--- config.mk ---
export PLATFORM = sky130hd
export DESIGN_NAME = event_stream_line_parser_unit
export DESIGN_NICKNAME = d
export VERILOG_FILES = /design/src/rtl/eslp_pkg.sv /design/src/rtl/eslp_ram.sv /design/src/rtl/eslp_front.sv /design/src/rtl/eslp_fifo.sv /design/src/rtl/eslp_back.sv /design/src/rtl/event_stream_line_parser_unit.sv
export SDC_FILE = /design/constraint.sdc
export NUM_CORES = 1
export LEC_CHECK = 0
export ABC_AREA = 0
export BUFFER_PORTS_ARGS = -buffer_cell sky130_fd_sc_hd__buf_2
export CORE_ASPECT_RATIO = 0.6
export CORE_MARGIN = 3
export CORE_UTILIZATION = 34
export DETAILED_ROUTE_END_ITERATION = 10
export HOLD_SLACK_MARGIN = 0.08
export PLACE_DENSITY_LB_ADDON = 0.1
export SETUP_SLACK_MARGIN = 0.4
export SYNTH_ARGS = -nofsm -noshare
export SYNTH_HDL_FRONTEND = slang
export SYNTH_SLANG_ARGS = --single-unit
export TNS_END_PERCENT = 100
--- constraint.sdc ---
create_clock -name i_clk -period 4.1 [get_ports i_clk]
set_input_delay 0.41 -clock i_clk [delete_from_list [all_inputs] [get_ports i_clk]]
set_output_delay 0.41 -clock i_clk [all_outputs]
set_load 0.02 [all_outputs]
--- src/rtl/eslp_pkg.sv ---
// Package for the event-stream line parser: character codes, field kinds,
// queue command and result types, and the keyword tables. No dependencies.
`default_nettype none

package eslp_pkg;

    localparam int NAME_MAX    = 32;
    localparam int NAME_ADDR_W = $clog2(NAME_MAX);
    localparam int NAME_LEN_W  = $clog2(NAME_MAX + 1);

    localparam int QUEUE_DEPTH = 4;
    localparam int QUEUE_PTR_W = $clog2(QUEUE_DEPTH);
    localparam int QUEUE_CNT_W = $clog2(QUEUE_DEPTH + 1);

    localparam logic [7:0] CH_LF    = 8'h0A;
    localparam logic [7:0] CH_CR    = 8'h0D;
    localparam logic [7:0] CH_COLON = 8'h3A;
    localparam logic [7:0] CH_SPACE = 8'h20;

    typedef enum logic [2:0] {
        KIND_DATA  = 3'd0,
        KIND_EVENT = 3'd1,
        KIND_NAME  = 3'd2,
        KIND_VALUE = 3'd3,
        KIND_END   = 3'd4
    } t_kind;

    typedef enum logic [1:0] {
        CLS_DATA  = 2'd0,
        CLS_EVENT = 2'd1,
        CLS_OTHER = 2'd2
    } t_class;

    typedef enum logic {
        OP_EMIT   = 1'b0,
        OP_REPLAY = 1'b1
    } t_op;

    // One command from the front to the back. An emit command is one result
    // item; a replay command plays the held name and then the value byte.
    typedef struct packed {
        t_op                   op;
        t_kind                 kind;
        logic [7:0]            data;
        logic                  first;
        logic                  cut;
        logic [NAME_LEN_W-1:0] len;
    } t_cmd;

    typedef struct packed {
        t_kind      kind;
        logic [7:0] data;
        logic       first;
        logic       cut;
        logic       last;
    } t_result;

    typedef struct packed {
        logic                   we;
        logic [NAME_ADDR_W-1:0] addr;
        logic [7:0]             data;
    } t_name_wr;

    function automatic logic [7:0] word_data(input logic [2:0] idx);
        logic [7:0] c;
        unique case (idx)
            3'd0:    c = 8'h64;
            3'd1:    c = 8'h61;
            3'd2:    c = 8'h74;
            3'd3:    c = 8'h61;
            default: c = 8'h00;
        endcase
        return c;
    endfunction

    function automatic logic [7:0] word_event(input logic [2:0] idx);
        logic [7:0] c;
        unique case (idx)
            3'd0:    c = 8'h65;
            3'd1:    c = 8'h76;
            3'd2:    c = 8'h65;
            3'd3:    c = 8'h6E;
            3'd4:    c = 8'h74;
            default: c = 8'h00;
        endcase
        return c;
    endfunction

endpackage

`default_nettype wire

--- src/rtl/eslp_ram.sv ---
// Generic single-write, single-read RAM with a registered read port.
// No dependencies.
`default_nettype none

module eslp_ram #(
    parameter int WIDTH = 8,
    parameter int DEPTH = 32
) (
    input  wire logic                     i_clk,
    input  wire logic                     i_we,
    input  wire logic [$clog2(DEPTH)-1:0] i_waddr,
    input  wire logic [WIDTH-1:0]         i_wdata,
    input  wire logic [$clog2(DEPTH)-1:0] i_raddr,
    output logic      [WIDTH-1:0]         o_rdata
);

    logic [WIDTH-1:0] r_mem [DEPTH];

    always_ff @(posedge i_clk) begin
        if (i_we) begin
            r_mem[i_waddr] <= i_wdata;
        end
        o_rdata <= r_mem[i_raddr];
    end

endmodule

`default_nettype wire

--- src/rtl/eslp_front.sv ---
// Front of the event-stream line parser: line and field tracking, name
// capture into the name RAM, classification. Depends on eslp_pkg.
`default_nettype none

module eslp_front (
    input  wire logic              i_clk,
    input  wire logic              i_rst_n,
    input  wire logic              i_valid,
    input  wire logic [7:0]        i_byte,
    output logic                   o_ready,
    input  wire logic              i_q_full,
    input  wire logic              i_replay_done,
    output logic                   o_push,
    output eslp_pkg::t_cmd         o_cmd,
    output eslp_pkg::t_name_wr     o_name_wr
);

    typedef enum logic [4:0] {
        PH_NAME   = 5'b00001,
        PH_COLON  = 5'b00010,
        PH_SPACED = 5'b00100,
        PH_VALUE  = 5'b01000,
        PH_DROP   = 5'b10000
    } t_phase;

    localparam int LW = eslp_pkg::NAME_LEN_W;

    t_phase            r_phase, n_phase;
    logic              r_after_break, n_after_break;
    logic              r_pending_cr, n_pending_cr;
    logic [LW-1:0]     r_len, n_len;
    logic              r_ovf, n_ovf;
    eslp_pkg::t_class  r_class, n_class;
    logic              r_data_ok, n_data_ok;
    logic              r_event_ok, n_event_ok;
    logic              r_hold, n_hold;

    logic              accept;
    logic              is_data;
    logic              is_event;

    assign o_ready  = !i_q_full && !r_hold;
    assign accept   = i_valid && o_ready;
    assign is_data  = !r_ovf && (r_len == LW'(4)) && r_data_ok;
    assign is_event = !r_ovf && (r_len == LW'(5)) && r_event_ok;

    always_comb begin
        n_phase       = r_phase;
        n_after_break = r_after_break;
        n_pending_cr  = r_pending_cr;
        n_len         = r_len;
        n_ovf         = r_ovf;
        n_class       = r_class;
        n_data_ok     = r_data_ok;
        n_event_ok    = r_event_ok;
        n_hold        = r_hold && !i_replay_done;
        o_push        = 1'b0;
        o_cmd         = '{op: eslp_pkg::OP_EMIT, kind: eslp_pkg::KIND_END, data: i_byte,
                          first: 1'b1, cut: 1'b0, len: r_len};
        o_name_wr     = '{we: 1'b0, addr: r_len[eslp_pkg::NAME_ADDR_W-1:0], data: i_byte};

        if (accept) begin
            priority if (i_byte == eslp_pkg::CH_LF && r_pending_cr) begin
                // The LF of a CRLF pair belongs to the CR before it.
                n_pending_cr = 1'b0;
            end else if (i_byte == eslp_pkg::CH_LF || i_byte == eslp_pkg::CH_CR) begin
                n_pending_cr = (i_byte == eslp_pkg::CH_CR);
                n_phase      = PH_NAME;
                n_len        = '0;
                n_ovf        = 1'b0;
                n_class      = eslp_pkg::CLS_DATA;
                n_data_ok    = 1'b1;
                n_event_ok   = 1'b1;
                if (r_after_break) begin
                    o_push        = 1'b1;
                    o_cmd.data    = 8'h00;
                    o_cmd.first   = 1'b0;
                    n_after_break = 1'b0;
                end else begin
                    n_after_break = 1'b1;
                end
            end else begin
                n_pending_cr  = 1'b0;
                n_after_break = 1'b0;
                unique case (r_phase)
                    PH_NAME: begin
                        if (i_byte == eslp_pkg::CH_COLON) begin
                            n_phase = (r_len == '0) ? PH_DROP : PH_COLON;
                        end else if (r_len < LW'(eslp_pkg::NAME_MAX)) begin
                            o_name_wr.we = 1'b1;
                            n_len        = r_len + LW'(1);
                            n_data_ok    = r_data_ok && (r_len < LW'(4))
                                           && (i_byte == eslp_pkg::word_data(r_len[2:0]));
                            n_event_ok   = r_event_ok && (r_len < LW'(5))
                                           && (i_byte == eslp_pkg::word_event(r_len[2:0]));
                        end else begin
                            n_ovf = 1'b1;
                        end
                    end
                    PH_COLON, PH_SPACED: begin
                        if (r_phase == PH_COLON && i_byte == eslp_pkg::CH_SPACE) begin
                            n_phase = PH_SPACED;
                        end else begin
                            // First value byte: classify the field.
                            n_phase = PH_VALUE;
                            o_push  = 1'b1;
                            if (is_data) begin
                                n_class    = eslp_pkg::CLS_DATA;
                                o_cmd.kind = eslp_pkg::KIND_DATA;
                            end else if (is_event) begin
                                n_class    = eslp_pkg::CLS_EVENT;
                                o_cmd.kind = eslp_pkg::KIND_EVENT;
                            end else begin
                                n_class    = eslp_pkg::CLS_OTHER;
                                o_cmd.op   = eslp_pkg::OP_REPLAY;
                                o_cmd.kind = eslp_pkg::KIND_VALUE;
                                o_cmd.cut  = r_ovf;
                                n_hold     = 1'b1;
                            end
                        end
                    end
                    PH_VALUE: begin
                        o_push      = 1'b1;
                        o_cmd.first = 1'b0;
                        unique case (r_class)
                            eslp_pkg::CLS_DATA:  o_cmd.kind = eslp_pkg::KIND_DATA;
                            eslp_pkg::CLS_EVENT: o_cmd.kind = eslp_pkg::KIND_EVENT;
                            default: begin
                                o_cmd.kind = eslp_pkg::KIND_VALUE;
                                o_cmd.cut  = r_ovf;
                            end
                        endcase
                    end
                    PH_DROP: begin
                    end
                    default: begin
                    end
                endcase
            end
        end
    end

    always_ff @(posedge i_clk) begin
        if (!i_rst_n) begin
            r_phase       <= PH_NAME;
            r_after_break <= 1'b0;
            r_pending_cr  <= 1'b0;
            r_len         <= '0;
            r_ovf         <= 1'b0;
            r_class       <= eslp_pkg::CLS_DATA;
            r_data_ok     <= 1'b1;
            r_event_ok    <= 1'b1;
            r_hold        <= 1'b0;
        end else begin
            r_phase       <= n_phase;
            r_after_break <= n_after_break;
            r_pending_cr  <= n_pending_cr;
            r_len         <= n_len;
            r_ovf         <= n_ovf;
            r_class       <= n_class;
            r_data_ok     <= n_data_ok;
            r_event_ok    <= n_event_ok;
            r_hold        <= n_hold;
        end
    end

endmodule

`default_nettype wire

--- src/rtl/eslp_fifo.sv ---
// Command queue between the parser front and back.
// Depends on eslp_pkg for the command type and depth.
`default_nettype none

module eslp_fifo (
    input  wire logic     i_clk,
    input  wire logic     i_rst_n,
    input  wire logic     i_push,
    input  wire eslp_pkg::t_cmd i_cmd,
    input  wire logic     i_pop,
    output eslp_pkg::t_cmd o_head,
    output logic          o_empty,
    output logic          o_full
);

    localparam int PW = eslp_pkg::QUEUE_PTR_W;
    localparam int CW = eslp_pkg::QUEUE_CNT_W;

    eslp_pkg::t_cmd r_slot [eslp_pkg::QUEUE_DEPTH];
    logic [PW-1:0]  r_wr, n_wr;
    logic [PW-1:0]  r_rd, n_rd;
    logic [CW-1:0]  r_cnt, n_cnt;

    assign o_empty = (r_cnt == '0);
    assign o_full  = (r_cnt == CW'(eslp_pkg::QUEUE_DEPTH));
    assign o_head  = r_slot[r_rd];

    always_comb begin
        n_wr  = r_wr;
        n_rd  = r_rd;
        n_cnt = r_cnt;
        if (i_push) begin
            n_wr = (r_wr == PW'(eslp_pkg::QUEUE_DEPTH - 1)) ? '0 : r_wr + PW'(1);
        end
        if (i_pop) begin
            n_rd = (r_rd == PW'(eslp_pkg::QUEUE_DEPTH - 1)) ? '0 : r_rd + PW'(1);
        end
        if (i_push && !i_pop) begin
            n_cnt = r_cnt + CW'(1);
        end else if (i_pop && !i_push) begin
            n_cnt = r_cnt - CW'(1);
        end
    end

    always_ff @(posedge i_clk) begin
        if (!i_rst_n) begin
            r_wr  <= '0;
            r_rd  <= '0;
            r_cnt <= '0;
        end else begin
            r_wr  <= n_wr;
            r_rd  <= n_rd;
            r_cnt <= n_cnt;
        end
    end

    always_ff @(posedge i_clk) begin
        if (i_push) begin
            r_slot[r_wr] <= i_cmd;
        end
    end

endmodule

`default_nettype wire

--- src/rtl/eslp_back.sv ---
// Back of the event-stream line parser: runs queued commands, replays held
// names from the name RAM, drives the output register. Depends on eslp_pkg.
`default_nettype none

module eslp_back (
    input  wire logic                              i_clk,
    input  wire logic                              i_rst_n,
    input  wire eslp_pkg::t_cmd                    i_head,
    input  wire logic                              i_empty,
    output logic                                   o_pop,
    output logic [eslp_pkg::NAME_ADDR_W-1:0]       o_raddr,
    input  wire logic [7:0]                        i_rdata,
    output logic                                   o_replay_done,
    output logic                                   o_valid,
    input  wire logic                              i_ready,
    output eslp_pkg::t_result                      o_res
);

    typedef enum logic [3:0] {
        ST_IDLE = 4'b0001,
        ST_RD   = 4'b0010,
        ST_WR   = 4'b0100,
        ST_VAL  = 4'b1000
    } t_state;

    localparam int LW = eslp_pkg::NAME_LEN_W;

    t_state            r_state, n_state;
    logic [LW-1:0]     r_idx, n_idx;
    logic [LW-1:0]     r_len;
    logic              r_cut;
    logic [7:0]        r_byte;
    logic              r_valid, n_valid;
    eslp_pkg::t_result r_res, n_res;
    logic              out_free;
    logic              load;

    assign out_free = !r_valid || i_ready;
    assign o_raddr  = r_idx[eslp_pkg::NAME_ADDR_W-1:0];
    assign o_valid  = r_valid;
    assign o_res    = r_res;

    always_comb begin
        n_state       = r_state;
        n_idx         = r_idx;
        n_res         = r_res;
        load          = 1'b0;
        o_pop         = 1'b0;
        o_replay_done = 1'b0;
        unique case (r_state)
            ST_IDLE: begin
                if (!i_empty) begin
                    if (i_head.op == eslp_pkg::OP_REPLAY) begin
                        o_pop   = 1'b1;
                        n_idx   = '0;
                        n_state = ST_RD;
                    end else if (out_free) begin
                        o_pop = 1'b1;
                        load  = 1'b1;
                        n_res = '{kind: i_head.kind, data: i_head.data, first: i_head.first,
                                  cut: i_head.cut, last: 1'b1};
                    end
                end
            end
            ST_RD: begin
                // Address is out; read data arrives next cycle.
                n_state = ST_WR;
            end
            ST_WR: begin
                if (out_free) begin
                    load    = 1'b1;
                    n_res   = '{kind: eslp_pkg::KIND_NAME, data: i_rdata,
                                first: (r_idx == '0), cut: r_cut, last: 1'b0};
                    n_idx   = r_idx + LW'(1);
                    n_state = (r_idx + LW'(1) == r_len) ? ST_VAL : ST_RD;
                end
            end
            ST_VAL: begin
                if (out_free) begin
                    load          = 1'b1;
                    n_res         = '{kind: eslp_pkg::KIND_VALUE, data: r_byte,
                                      first: 1'b1, cut: r_cut, last: 1'b1};
                    o_replay_done = 1'b1;
                    n_state       = ST_IDLE;
                end
            end
            default: begin
                n_state = ST_IDLE;
            end
        endcase
        n_valid = load ? 1'b1 : (r_valid && !i_ready);
    end

    always_ff @(posedge i_clk) begin
        if (!i_rst_n) begin
            r_state <= ST_IDLE;
            r_idx   <= '0;
            r_valid <= 1'b0;
        end else begin
            r_state <= n_state;
            r_idx   <= n_idx;
            r_valid <= n_valid;
        end
    end

    always_ff @(posedge i_clk) begin
        r_res <= n_res;
        if (r_state == ST_IDLE && o_pop) begin
            r_len  <= i_head.len;
            r_cut  <= i_head.cut;
            r_byte <= i_head.data;
        end
    end

endmodule

`default_nettype wire

--- src/rtl/event_stream_line_parser_unit.sv ---
// Top level of the event-stream line parser: front, command queue, name RAM
// and back. Depends on eslp_pkg, eslp_front, eslp_fifo, eslp_ram, eslp_back.
//
// Usage. Raw stream bytes enter on the slave stream (one byte per item in
// tdata). LF, CR and CRLF end a line; a second break in a row ends a message.
// Results leave on the master stream: tdata carries the byte, tuser carries
// the kind, a first-of-run flag and a name-truncated flag, and tlast marks
// the last result that one input byte causes. Bytes that cause no result
// (name bytes, the colon, the skipped space, dropped lines) just vanish.
// A byte that causes a single result is registered in the command queue and
// then in the output register. The front takes one byte per cycle while the
// four-entry command queue has room and no replay is under way, and the back
// emits one data, event or message-end result per cycle while the receiver
// takes them. A field that is neither data nor event starts its replay, then
// for each held name byte reads it from the name RAM and loads it into the
// output register, and then loads the value byte; the input stays stalled
// from that field's first value byte until the value byte is loaded.
// Reset (synchronous, active low) returns to the start of a line and of a
// message and empties the queue and output register; the name RAM is not
// cleared, as only entries written on the current line are ever read.
// When the receiver stalls, the output register holds its result, the back
// stops, the queue fills and then the input is held off.
`default_nettype none

module event_stream_line_parser_unit (
    input  wire logic       i_clk,
    input  wire logic       i_rst_n,
    input  wire logic       i_s_axis_tvalid,
    output logic            o_s_axis_tready,
    input  wire logic [7:0] i_s_axis_tdata,   // [7:0] byte_in
    output logic            o_m_axis_tvalid,
    input  wire logic       i_m_axis_tready,
    output logic [7:0]      o_m_axis_tdata,   // [7:0] byte_out
    output logic [4:0]      o_m_axis_tuser,   // [2:0] kind, [3] field_first, [4] name_cut
    output logic            o_m_axis_tlast
);

    logic                               push;
    eslp_pkg::t_cmd                     cmd;
    eslp_pkg::t_cmd                     head;
    logic                               q_empty;
    logic                               q_full;
    logic                               pop;
    eslp_pkg::t_name_wr                 name_wr;
    logic [eslp_pkg::NAME_ADDR_W-1:0]   raddr;
    logic [7:0]                         rdata;
    logic                               replay_done;
    eslp_pkg::t_result                  res;

    // Front: classifies each byte and queues the commands for its results.
    eslp_front u_front (
        .i_clk         (i_clk),
        .i_rst_n       (i_rst_n),
        .i_valid       (i_s_axis_tvalid),
        .i_byte        (i_s_axis_tdata),
        .o_ready       (o_s_axis_tready),
        .i_q_full      (q_full),
        .i_replay_done (replay_done),
        .o_push        (push),
        .o_cmd         (cmd),
        .o_name_wr     (name_wr)
    );

    eslp_fifo u_fifo (
        .i_clk   (i_clk),
        .i_rst_n (i_rst_n),
        .i_push  (push),
        .i_cmd   (cmd),
        .i_pop   (pop),
        .o_head  (head),
        .o_empty (q_empty),
        .o_full  (q_full)
    );

    // Name buffer: written by the front, read back by the back on replay.
    eslp_ram #(
        .WIDTH (8),
        .DEPTH (eslp_pkg::NAME_MAX)
    ) u_name_ram (
        .i_clk   (i_clk),
        .i_we    (name_wr.we),
        .i_waddr (name_wr.addr),
        .i_wdata (name_wr.data),
        .i_raddr (raddr),
        .o_rdata (rdata)
    );

    // Back: turns commands into result items in the output register.
    eslp_back u_back (
        .i_clk         (i_clk),
        .i_rst_n       (i_rst_n),
        .i_head        (head),
        .i_empty       (q_empty),
        .o_pop         (pop),
        .o_raddr       (raddr),
        .i_rdata       (rdata),
        .o_replay_done (replay_done),
        .o_valid       (o_m_axis_tvalid),
        .i_ready       (i_m_axis_tready),
        .o_res         (res)
    );

    assign o_m_axis_tdata = res.data;
    assign o_m_axis_tuser = {res.cut, res.first, res.kind};
    assign o_m_axis_tlast = res.last;

endmodule

`default_nettype wire

Yosys cells after proc, flatten, opt, wreduce, memory -nomap -nowiden
Memory sizes are Yosys's and may differ from the RTL's. A register that Yosys moved wholly into a read port is not among the register bits.
Index checks and enable logic that the tools add are counted.
{"block": "totals", "regBits": 66, "mem_bits_rw": 336, "in_bits": 12, "word_cells": 241, "memories": 2}
{"name": "u_name_ram.r_mem", "words": 32, "width": 8, "rd": 1, "rd_ports_with_merged_regs": 1, "write_ports": 1, "line": "eslp_ram.sv:17", "rtl": "logic [WIDTH-1:0] r_mem [DEPTH];"}
{"name": "u_fifo.r_slot", "words": 4, "width": 20, "rd": 1, "rd_ports_with_merged_regs": 1, "write_ports": 1, "line": "eslp_fifo.sv:19", "rtl": "eslp_pkg::t_cmd r_slot [eslp_pkg::QUEUE_DEPTH];"}
{"block": "classes", "add_sub_neg": 6, "order_cmp": 3, "eq_ne": 35, "n_mux": 119, "n_bitwise": 1, "n_reduce_logical": 52}
{"cell": "$mux W8", "count": 13}
{"cell": "$mux W14", "count": 7}
{"cell": "$mux W1", "count": 56}
{"cell": "$mux W6", "count": 7}
{"cell": "$pmux W14 S3", "count": 1}
{"cell": "$mux W4", "count": 8}
{"cell": "$pmux W7 S4", "count": 1}
{"cell": "$pmux W7 S3", "count": 1}
{"cell": "$mux W2", "count": 10}
{"cell": "$logic_and A1 B1 Y1", "count": 17}
{"cell": "$eq A8 B4 Y1 const B", "count": 2}
{"cell": "$eq A8 B6 Y1 const B", "count": 2}
{"cell": "$eq A8 B8 Y1", "count": 2}
{"cell": "$pmux W4 S4", "count": 1}
{"cell": "$reduce_and A4 Y1", "count": 4}
{"cell": "$mux W5", "count": 3}
{"cell": "$add A6 B1 Y6 const B", "count": 2}
{"cell": "$eq A6 B3 Y1 const B", "count": 2}
{"cell": "$logic_not A6 Y1", "count": 2}
{"cell": "$lt A6 B3 Y1 const B", "count": 2}
{"cell": "$ne A2 B1 Y1 const B", "count": 6}
{"cell": "$pmux W6 S2", "count": 1}
{"cell": "$pmux W5 S2", "count": 1}
{"cell": "$reduce_and A5 Y1", "count": 2}
{"cell": "35 further kinds", "count": 63}

Longest topological paths before layout
Gate-level depths: netlist of run 1.
{"block": "depth", "word_depth": 15, "mapped_depth": 11}

Modules after synthesis
From an unflattened synthesis of run 1, not the netlist that was laid out.
{"block": "hier_totals", "hier_cells": 975, "hier_area_um2": 17148.9}
{"mod": "eslp_ram", "n_inst": 1, "cells_per_inst": 417, "area_each_um2": 10053.4, "seq_area_each_um2": 7847.5}
{"mod": "eslp_fifo", "n_inst": 1, "cells_per_inst": 148, "area_each_um2": 3343.2, "seq_area_each_um2": 2582.5}
{"mod": "eslp_back", "n_inst": 1, "cells_per_inst": 207, "area_each_um2": 2080.7, "seq_area_each_um2": 1091.0}
{"mod": "eslp_front", "n_inst": 1, "cells_per_inst": 203, "area_each_um2": 1671.6, "seq_area_each_um2": 380.4}

Worst setup path after synthesis of run 1
OpenSTA, ideal clock, no wires.
{"block": "synth_path", "path_type": "input -> register", "start": "input i_s_axis_tdata[2]", "end": "register u_fifo.r_cnt[2]", "setup_ns": 0.076, "arrival_ns": 2.822, "t_required_ns": 4.024, "path_slack_ns": 1.202, "stages": 11, "path_buffers": 1, "path_cell_list": "buf_2 -> nor4bb_4 -> and3_1 -> or2b_4 -> a311oi_4 -> ha_1 -> inv_1 -> fa_1 -> xor2_1 -> or3_1 -> a21boi_0"}
{"block": "synth_via", "elab_chain_cells": 10, "word_cells_on_any_way": 16}
{"element": "start, declared", "line": "event_stream_line_parser_unit.sv:30", "rtl": "input wire logic [7:0] i_s_axis_tdata,"}
{"element": "$eq A8 B6 Y1", "line": "eslp_front.sv:101", "rtl": "if (r_phase == PH_COLON && i_byte == eslp_pkg::CH_SPACE) begin"}
{"element": "$logic_and A1 B1 Y1", "line": "eslp_front.sv:101"}
{"element": "$mux W1", "line": "eslp_front.sv:101"}
{"element": "$pmux W1 S2", "line": "eslp_front.sv:85", "rtl": "unique case (r_phase)"}
{"element": "$mux W1", "line": "eslp_front.sv:66", "rtl": "end else if (i_byte == eslp_pkg::CH_LF || i_byte == eslp_pkg::CH_CR) begin"}
{"element": "$mux W1 *", "line": "eslp_front.sv:63", "rtl": "priority if (i_byte == eslp_pkg::CH_LF && r_pending_cr) begin"}
{"element": "$mux W1 *", "line": "eslp_front.sv:62", "rtl": "if (accept) begin"}
{"element": "named net push", "line": "event_stream_line_parser_unit.sv:38", "rtl": "logic push;"}
{"element": "$logic_not A1 Y1", "line": "eslp_fifo.sv:40", "rtl": "end else if (i_pop && !i_push) begin"}
{"element": "$logic_and A1 B1 Y1", "line": "eslp_fifo.sv:40"}
{"element": "$reduce_bool A2 Y1 (no source line)"}
{"element": "end signal, assigned", "line": "eslp_fifo.sv:53", "rtl": "r_cnt <= n_cnt;"}
{"element": "end, declared", "line": "eslp_fifo.sv:22", "rtl": "logic [CW-1:0] r_cnt, n_cnt;"}
The timed path passes the listed nets; every way through them passes the cells marked *.
A chain may end at the register's enable or synchronous reset.

Worst setup path after layout of run 1
{"block": "layout_path", "start": "register u_fifo.r_cnt[0]", "end": "register u_fifo.r_cnt[2]"}
{"block": "layout_via", "elab_chain_cells": 8, "word_cells_on_any_way": 17}
{"element": "$eq A3 B3 Y1 *", "line": "eslp_fifo.sv:25", "rtl": "assign o_full = (r_cnt == CW'(eslp_pkg::QUEUE_DEPTH));"}
{"element": "$logic_not A1 Y1 *", "line": "eslp_front.sv:42", "rtl": "assign o_ready = !i_q_full && !r_hold;"}
{"element": "$logic_and A1 B1 Y1 *", "line": "eslp_front.sv:42"}
{"element": "$logic_and A1 B1 Y1 *", "line": "eslp_front.sv:43", "rtl": "assign accept = i_valid && o_ready;"}
{"element": "$mux W1 *", "line": "eslp_front.sv:62"}
{"element": "named net push", "line": "event_stream_line_parser_unit.sv:38"}
{"element": "$logic_not A1 Y1", "line": "eslp_fifo.sv:40"}
{"element": "$logic_and A1 B1 Y1", "line": "eslp_fifo.sv:40"}
{"element": "$reduce_bool A2 Y1 (no source line)"}
The timed path passes the listed nets; every way through them passes the cells marked *. The select of a mux whose other input is x is not followed.

==> qor.tcl, run 1 <==
set qor(post-synth-top-count-cell) {edfxtp_1}
set qor(via_per_inst) 5.22
set qor(met2_usage_pct) 20.6
set qor(worst-slew-pin-transition_ns) 1.17
set qor(drc) 0
set qor(powerDensity_mw_per_mm2) 508
set qor(pin_count_of_the_biggest_net_entering_global_routing) 41
set qor(utilization_pct) 39.8
set qor(synth_compound_area_share_pct) 4.68
set qor(synth.yosys.warnings) 0
set qor(synth-edff-count) 365
set qor(worst_hold_startpoint) {i_m_axis_tready}
set qor(worstSetupStartpointType) {register}
set qor(timing.setup.critical_path_class) {reg -> reg}
set qor(layout_setup_ws_ns) 0.795
set qor(power_leakage_nw) 6.08
set qor(tritoncts.num_buffers) 40
set qor(drv_cap) 0
set qor(yosys.area.top_type) {edfxtp_1}
set qor(worst_slack_at_placement_ns) 0.616
set qor(synthesis.nets) 971
set qor(global_route_wire_length_before_repair_um) 61000
set qor(count_of_tritonroute_iterations_in_the_first_routing_pass) 5
set qor(syn-cell-area_mm2) 0.0168
set qor(timing.clock.skew_ns) 0.0171
set qor(synth_cells) 944
set qor(tritoncts) {yes}
set qor(synth.ff_latch_count) 412
set qor(post_synth.cell_area_avg_um2) 17.8
set qor(core_mm2) 0.0483
set qor(die_area_mm2) 0.0521
set qor(max_freq_ghz) 0.303
set qor(critical_path.max_fanout) 15
set qor(use_met1_pct) 26.9
set qor(vias) 8829
set qor(final_min_period_over_clock_period_pct) 80.6
set qor(drive_gt1_share_pct) 24.8
set qor(initialDrtViolationCount) 805
set qor(worstPathArrival_ns) 3.77
set qor(gr-total-overflow) 0
set qor(outcome) {completed}
set qor(worst-endpoint-required_ns) 4.57
set qor(fin_crit_period_ns) 3.31
set qor(postRouteAntennaNets) 0
set qor(critPathLaunch) {u_fifo.r_cnt[0]}
set qor(synth_fa_ha_area_share_pct) 1.16
set qor(tritoncts_num_sinks) 412
set qor(grt_antenna_before_repair) 3
set qor(ys_dominant_reg_cell) {edfxtp_1}
set qor(synth-seq-area-share_pct) 71.0
set qor(report.final.hold_viol_count) 0
set qor(clkTransAtPathRegs_ns) 0.06
set qor(synth_top_cells_by_count) {edfxtp_1 (365), mux4_2 (85), nand2_1 (59)}
set qor(timing.final.max_slew_violations) 0
set qor(num_antenna_cells) 0
set qor(post_synth_xor_area_fraction_pct) 0.679
set qor(worst_setup_path_end_kind) {register}
set qor(synth_area_leaders) {edfxtp_1 (65%), mux4_2 (11%), dfxtp_1 (5.6%), mux2i_1 (2.1%), nand2_1 (1.3%)}
set qor(yosys.cell_types.count) 72
set qor(clock_path_buffers) 3
set qor(synth_largest_type_area_fraction_pct) 65.4
set qor(start_util_pct) 34.7
set qor(groute.layer.met3.usage_pct) 4.06
set qor(io_buffer_count) 27
set qor(synth_top_family_by_area) {multiplexers}
set qor(worst_r2r_startpoint) {u_fifo.r_cnt[0]}
set qor(via_count_of_the_first_global_routing_pass) 8640
set qor(final.setup.tns_ns) 0
set qor(io-pin-count) 28
set qor(grtUsageTotal_pct) 16.1
set qor(vdd_ir_drop_max_v) 0.000276
set qor(clk_root_buffer_cell) {clkbuf_16}
set qor(holdCritPathClass) {in -> reg}
set qor(post_synth_mux_area_share_pct) 13.8
set qor(chipWidth_um) 293
set qor(final_nets) 1050
set qor(routed_wl_um) 41400
set qor(setup-violations-final) 0
set qor(cts_resized) 0
set qor(dp_hpwl_um) 27500
set qor(n_fill_cell) 4429
set qor(clock_latency_ns) 0.54
set qor(cts_htree_levels) 2
set qor(max_slew_margin_pct) 21.9
set qor(avgRoutedWirePerCell_um) 24.4
set qor(syn_to_final_growth_pct) 14.7
set qor(hold_buffers) 0
set qor(grt.busiest_layer) {met1}
set qor(routabilityCongestion) 0.761
set qor(post-cts-setup-buffers) 0
set qor(synth_async_sr_flop_share_pct) 0
set qor(rows) 62
set qor(grt_setup_unrepaired) {no}
set qor(height_of_the_chip_um) 178
set qor(post_synth_and_or_nand_nor_area_fraction_pct) 6.93
[worst paths after layout]
kind                        to  slack, ns  depth (start not counted)
max            u_fifo.r_cnt[2]       0.79                         10
min reg2reg      u_front.r_ovf       0.49                          2
min          u_back.r_state[0]       0.29                          5
max reg2reg    u_fifo.r_cnt[2]       0.79                         10
[layout by cell type (no fill, tap or decap), drive strengths merged, types with 7 or more instances in the layout]
master,instances
nor2b,8
inv,19
and2,13
a21o,7
nor4b,7
nand3,11
mux4,85
a22oi,8
or3,7
o21ai,21
buf,85
nand2,60
a221oi,7
edfxtp,365
ha,14
nor2,53
clkbuf,47
clkinv,17
a21oi,16
xnor2,7
nor3,7
dfxtp,47
mux2i,36
a22o,10
[sequential cells by signal, summed over array words and instances, names as in the netlist, 6 cells and up, named ones only]
| signal | cells |
|---|---|
| u_back.r_len | 6 |
| u_back.r_byte | 8 |
| u_front.r_len | 6 |
| u_fifo.r_slot | 80 |
| u_back.o_res | 14 |
| u_name_ram.o_rdata | 8 |
| u_name_ram.r_mem | 256 |
| u_back.r_idx | 6 |
[stage by stage]
| stage | instance area [µm²] | power [mW] | instances | hold slack (ns) |
|---|---|---|---|---|
| after floorplan | 16800 | 5.76 | 944 | 0.443 |
| after global placement | 17900 | 6.20 | 1621 | 0.480 |
| after detailed placement | 17900 | 6.21 | 1621 | 0.476 |
| after CTS | 19200 | 9.92 | 1693 | 0.252 |
| after global routing | 19200 | 10.2 | 1693 | 0.303 |
| final | 19200 | 9.77 | 1693 | 0.288 |
[layout make-up]
cell class,count,area (µm²),share of cell area (%)
Timing Repair Buffer,85,596,3.10
Multi-Input combinational cell,467,4560,23.7
Clock buffer,47,1060,5.51
Sequential cell,412,11900,62.0
Clock inverter,25,228,1.18
Tap cell,640,801,4.17
Inverter,17,63.8,0.332
[critical path, stage by stage (launching register included)]
cell and delay, ns:
dfxtp_1 0.40, nor2_1 0.10, a211oi_1 0.47, or2b_4 0.41
a311oi_4 0.45, ha_1 0.27, inv_1 0.08, fa_1 0.43
xor2_1 0.17, or3_1 0.30, a21boi_0 0.15
[power breakdown]
| group | switching [mW] | total, mW | leakage, nW | internal [mW] |
|---|---|---|---|---|
| registers | 0.114 | 4.96 | 3.69 | 4.84 |
| clock network | 1.56 | 3.66 | 0.637 | 2.10 |
| logic | 0.725 | 1.16 | 1.75 | 0.431 |
[routing by layer]
layer	up-vias	wire length (µm)
li1	3917	-
met4	4	505
met2	224	15900
met5	-	27
met3	46	2730
met1	4638	22200
[cells by family after synthesis]
kind of cell | Yosys count
DFF | 412
and+or+nand+nor | 211
muxes | 124
AOI/OAI and AO/OA | 104
buffers and inverters | 65
adders and majority gates | 15
xor gates and xnor gates | 13
Power figures use the tool's default switching activity.
==> run 2: changes to the inputs <==
==> constraint.sdc (replaced) <==
create_clock -name i_clk -period 3 [get_ports i_clk]
set_input_delay 0.3 -clock i_clk [delete_from_list [all_inputs] [get_ports i_clk]]
set_output_delay 0.3 -clock i_clk [all_outputs]
set_load 0.02 [all_outputs]
==> run 2 against run 1 <==
Register-to-register slack lost 0.46 ns; design area grew 1.8%; sequential share of layout area shrank 1.1 points; clock power grew 41%; largest cell class unchanged; largest power group unchanged.
==> qor.tcl, run 2 (synthesis results as in run 1) <==
set qor(largest_reg_flops) 256
set qor(start_util_pct) 34.7
set qor(hold_ws_ns) 0.137
set qor(postRouteAntennaNets) 0
set qor(worst_setup_path_end_kind) {register}
set qor(max_slew_margin_pct) 28.5
set qor(routed_wl_um) 40900
set qor(drive_gt1_share_pct) 28.2
set qor(vdd_ir_drop_max_v) 0.000337
set qor(max_freq_ghz) 0.376
set qor(worstSetupStartpointType) {register}
set qor(count_of_tritonroute_iterations_in_the_first_routing_pass) 4
set qor(worst-endpoint-required_ns) 3.47
set qor(chipWidth_um) 293
set qor(final_nets) 1087
set qor(rows) 62
set qor(worstHoldPathCells) 1
set qor(dp_hpwl_um) 27300
set qor(core_mm2) 0.0483
set qor(timing.setup.critical_path_class) {reg -> reg}
set qor(largest_register) {u_name_ram.r_mem}
set qor(cpMaxStageDelayCell) {or3_4}
set qor(layout_setup_ws_ns) 0.340
set qor(worst-slew-pin-transition_ns) 1.07
set qor(clock_latency_ns) 0.55
set qor(global_route_wire_length_before_repair_um) 60800
set qor(tritoncts) {yes}
set qor(timing.final.max_slew_violations) 0
set qor(routabilityCongestion) 0.766
set qor(drv_cap) 0
set qor(report.final.hold_viol_count) 0
set qor(cp_top_family) {simple AND/OR/NAND/NOR gates}
set qor(utilization_pct) 40.6
set qor(avgRoutedWirePerCell_um) 23.6
set qor(via_count_of_the_first_global_routing_pass) 8819
set qor(height_of_the_chip_um) 178
set qor(syn_to_final_growth_pct) 16.8
set qor(final.setup.tns_ns) 0
set qor(layout.cells.most_common) {edfxtp_1}
set qor(worst_r2r_startpoint) {u_front.r_phase[0]}
set qor(n_fill_cell) 4391
set qor(via_per_inst) 5.08
set qor(grtUsageTotal_pct) 15.9
set qor(powerDensity_mw_per_mm2) 692
set qor(path_buf_inv) 1
set qor(worst_hold_startpoint) {i_s_axis_tdata[6]}
set qor(tritoncts.num_buffers) 41
set qor(power_leakage_nw) 6.27
set qor(stdcell_area_mm2) 0.0196
set qor(cts_htree_levels) 2
set qor(r2r-end) {u_fifo.r_cnt[2]}
set qor(r2r_setup_slack_ns) 0.34
set qor(grt_setup_unrepaired) {yes}
set qor(setup-violations-final) 0
set qor(holdCritPathClass) {in -> reg}
set qor(clk_root_buffer_cell) {clkbuf_16}
set qor(critical_path.max_fanout) 5
set qor(final_cell_count_no_fill) 1731
set qor(drc) 0
set qor(tritoncts_num_sinks) 412
set qor(die_area_mm2) 0.0521
set qor(power_mw) 13.5
set qor(initialDrtViolationCount) 660
set qor(worstPathArrival_ns) 3.13
set qor(layout_common_cells) {edfxtp_1 (365), buf_4 (92), mux4_2 (85)}
set qor(detailed_place.area_mm2) 0.0182
set qor(final_min_period_over_clock_period_pct) 88.7
set qor(worst_path_max_stage_delay_ns) 0.42
set qor(grt_antenna_before_repair) 3
set qor(timing.clock.skew_ns) 0.0231
set qor(pin_count_of_the_biggest_net_entering_global_routing) 38
set qor(worst_slack_at_placement_ns) 0.303
set qor(place.detailed.instances) 1655
set qor(fin_crit_period_ns) 2.66
set qor(timing.hold.worst_endpoint) {u_name_ram.r_mem[4][6]}
set qor(io-pin-count) 28
set qor(vias) 8802
set qor(clock_path_buffers) 3
set qor(io_buffer_count) 27
set qor(gr-total-overflow) 0
set qor(worst-r2r-cell-count) 10
set qor(clkTransAtPathRegs_ns) 0.06
set qor(crit_chain) {or3_4, a211oi_4, nor2_2, a311oi_4, ha_2, inv_2, fa_2, xor2_1, or3_1, a21boi_1}
set qor(outcome) {completed}
[run 2: cell count changes in the layout (fill, tap and decap cells not counted), sizes merged]
cell      previous run  this run
clkinvlp             2         6
inv                 19        17
diode                0         2
buf                 85       121
clkinv              17        15
[run 2: report_power, final]
part           total [mW]  switching (mW)  internal, mW
sequential           6.77           0.148          6.62
clock                5.15            2.19          2.96
combinational        1.63           0.989         0.639
total                13.5            3.33          10.2
[run 2: final cells by class]
class | instances | area (µm²) | share of cell area, %
tap | 640 | 801 | 4.09
inverter | 17 | 63.8 | 0.326
clock buffer | 47 | 1090 | 5.57
timing repair buffer | 121 | 866 | 4.42
multi-input combinational | 467 | 4590 | 23.4
clock inverter | 25 | 249 | 1.27
sequential | 412 | 11900 | 60.9
antenna | 2 | 5.00 | 0.0256
[run 2: worst max path at each step]
stage	startpoint	cells after the start	to	slack (ns)
after global placement	i_s_axis_tdata[1]	11	u_fifo.r_cnt[2]	0.32
after global routing	u_front.r_phase[0]	10	u_fifo.r_cnt[2]	0.21
after CTS	u_front.r_phase[0]	10	u_fifo.r_cnt[2]	0.34
after floorplan	u_front.r_phase[0]	10	u_fifo.r_cnt[2]	0.37
final	u_front.r_phase[0]	10	u_fifo.r_cnt[2]	0.34
after detailed placement	i_s_axis_tdata[1]	11	u_fifo.r_cnt[2]	0.30
[run 2: per-layer routing]
layer | wire, µm | vias up | part of all wire (%) | GRT usage [%]
li1 | - | 3993 | - | -
met1 | 21600 | 4543 | 53 | 26.1
met2 | 15900 | 213 | 39 | 20.8
met3 | 2900 | 49 | 7.1 | 4.42
met4 | 470 | 4 | 1.2 | 2.69
met5 | 27 | - | 0.066 | 0
[run 2: what timing repair did]
item                                    4_1_cts  5_1_grt
pin swaps                                     2        1
hold buffers                                  0        0
resized for setup                             1        1
endpoints found under the setup margin        1        1
buffers inserted                              2        0
==> run 3: changes to the inputs <==
--- a/config.mk
+++ b/config.mk
@@ -7,9 +7,11 @@
 export LEC_CHECK = 0
 export ABC_AREA = 0
 export BUFFER_PORTS_ARGS = -buffer_cell sky130_fd_sc_hd__buf_2
+export CELL_PAD_IN_SITES_DETAIL_PLACEMENT = 0
+export CELL_PAD_IN_SITES_GLOBAL_PLACEMENT = 1
 export CORE_ASPECT_RATIO = 0.6
 export CORE_MARGIN = 3
-export CORE_UTILIZATION = 34
+export CORE_UTILIZATION = 49
 export DETAILED_ROUTE_END_ITERATION = 10
 export HOLD_SLACK_MARGIN = 0.08
 export PLACE_DENSITY_LB_ADDON = 0.1
==> run 3 against run 2 <==
Via count is 2.3% higher; setup slack worse by 0.027 ns; clock skew is 0.0083 ns lower; largest power group unchanged; hold slack better by 0.0074 ns; sequential power hardly changed.
==> qor.tcl, run 3 (synthesis results as in run 1) <==
set qor(worstPathArrival_ns) 3.14
set qor(tritoncts.num_buffers) 38
set qor(clock_path_buffers) 3
set qor(outcome) {completed}
set qor(count_of_tritonroute_iterations_in_the_first_routing_pass) 5
set qor(layout_common_cells) {edfxtp_1 (365), mux4_2 (85), buf_4 (72)}
set qor(grtUsageTotal_pct) 22.3
set qor(n_fill_cell) 2541
set qor(drive_gt1_share_pct) 26.9
set qor(dp_hpwl_um) 26200
set qor(vias) 9002
set qor(setup-violations-final) 0
set qor(utilization_pct) 57.7
set qor(critical_path.max_fanout) 5
set qor(rows) 51
set qor(worst_slack_at_placement_ns) 0.111
set qor(chipWidth_um) 245
set qor(io_buffer_count) 27
set qor(syn_to_final_growth_pct) 13.7
set qor(initialDrtViolationCount) 898
set qor(final_cell_count_no_fill) 1515
set qor(timing.final.max_slew_violations) 0
set qor(via_per_inst) 5.94
set qor(routabilityCongestion) 0.831
set qor(final.setup.tns_ns) 0
set qor(worst-endpoint-required_ns) 3.45
set qor(worst_hold_startpoint) {i_s_axis_tdata[1]}
set qor(timing.setup.critical_path_class) {reg -> reg}
set qor(fin_crit_period_ns) 2.69
set qor(drc) 0
set qor(comb_power_share_pct) 12.4
set qor(max_freq_ghz) 0.372
set qor(layout.cells.most_common) {edfxtp_1}
set qor(place.detailed.instances) 1445
set qor(worst-slew-pin-transition_ns) 0.823
set qor(postRouteAntennaNets) 0
set qor(vdd_ir_drop_max_v) 0.000367
set qor(routed_wl_um) 39600
set qor(cts_htree_levels) 2
set qor(tritoncts_num_sinks) 412
set qor(clkTransAtPathRegs_ns) 0.06
set qor(power_mw) 13.2
set qor(timing.clock.skew_ns) 0.0149
set qor(worst_setup_path_end_kind) {register}
set qor(clock_latency_ns) 0.54
set qor(detailed_place.area_mm2) 0.0178
set qor(clk_root_buffer_cell) {clkbuf_16}
set qor(max_slew_margin_pct) 44.9
set qor(grt_antenna_before_repair) 0
set qor(worstSetupStartpointType) {register}
set qor(final_nets) 1064
set qor(start_util_pct) 50.7
set qor(pin_count_of_the_biggest_net_entering_global_routing) 40
set qor(io-pin-count) 28
set qor(largest_register) {u_name_ram.r_mem}
set qor(tritoncts) {yes}
set qor(power.sequential.fraction_pct) 51.5
set qor(switching_power_mw) 3.23
set qor(p_sw_share_pct) 24.5
set qor(power.clock.fraction_pct) 36.0
set qor(stdcell_area_mm2) 0.0191
set qor(report.final.hold_viol_count) 0
set qor(hold_ws_ns) 0.144
set qor(gr-total-overflow) 0
set qor(die_area_mm2) 0.0365
set qor(layout_setup_ws_ns) 0.313
set qor(avgRoutedWirePerCell_um) 26.1
set qor(grt_setup_unrepaired) {yes}
set qor(drv_cap) 0
set qor(via_count_of_the_first_global_routing_pass) 9047
set qor(power_leakage_nw) 6.12
set qor(powerDensity_mw_per_mm2) 691
set qor(largest_reg_flops) 256
set qor(holdCritPathClass) {in -> reg}
set qor(final_min_period_over_clock_period_pct) 89.6
set qor(height_of_the_chip_um) 149
set qor(internal-power_mw) 9.93
set qor(core_mm2) 0.0331
set qor(global_route_wire_length_before_repair_um) 59300
==> run 3: changes by cell type in the layout (fill, tap and decap cells not counted), moves of 2 or more <==
cell	before	now
clkinv_4	2	0
buf_4	92	72
clkinvlp_4	6	2
clkinv_2	4	10
clkbuf_1	3	8
nand2_2	1	4
nand2_1	59	56
clkbuf_16	42	39
clkinv_1	8	2
==> run 3: layout make-up <==
type | instances | area (µm²) | share of cell area, %
clock inverter | 18 | 171 | 0.899
tap | 450 | 563 | 2.95
inverter | 17 | 63.8 | 0.335
sequential | 412 | 11900 | 62.5
antenna | 1 | 2.50 | 0.0131
timing repair buffer | 101 | 716 | 3.76
clock buffer | 49 | 1030 | 5.42
multi-input combinational | 467 | 4590 | 24.1
==> run 3: what timing repair did <==
action / in CTS / in global routing
buffers inserted: 1 / 1
hold buffers: 0 / 0
setup endpoints to repair: 1 / 193
pin swaps: 4 / 2
gates resized for setup: 2 / 4
==> run 3: power groups by stage <==
| stage | Combinational, mW | Sequential, mW | Clock, mW |
|---|---|---|---|
| after global placement | 1.60 | 6.89 | 0 |
| after global routing | 1.78 | 6.81 | 5.07 |
| after CTS | 1.65 | 6.78 | 4.85 |
| after floorplan | 1.03 | 6.85 | 0 |
| after detailed placement | 1.64 | 6.91 | 0 |
| final | 1.63 | 6.79 | 4.74 |
==> run 3: path summary, 6_finish.rpt <==
path / to / slack, ns / depth (start not counted)
max: u_fifo.r_cnt[2] / 0.31 / 9
min reg2reg: u_fifo.r_wr[1] / 0.51 / 2
min: u_name_ram.r_mem[4][1] / 0.14 / 1
max reg2reg: u_fifo.r_cnt[2] / 0.31 / 9
==> run 3: metal layers <==
layer,track usage (%),routed length (µm)
met5,0,0
met4,4.33,498
met3,6.00,3510
met2,30.8,16500
met1,35.6,19100
==> run 3: worst max-delay path: stages (launching register included) <==
cell and delay [ns]:
dfxtp_1 0.36, mux4_2 0.60, o211ai_1 0.22, buf_4 0.22, ha_2 0.21, inv_2 0.04
fa_2 0.34, xor2_1 0.15, or3_1 0.31, a21boi_1 0.16
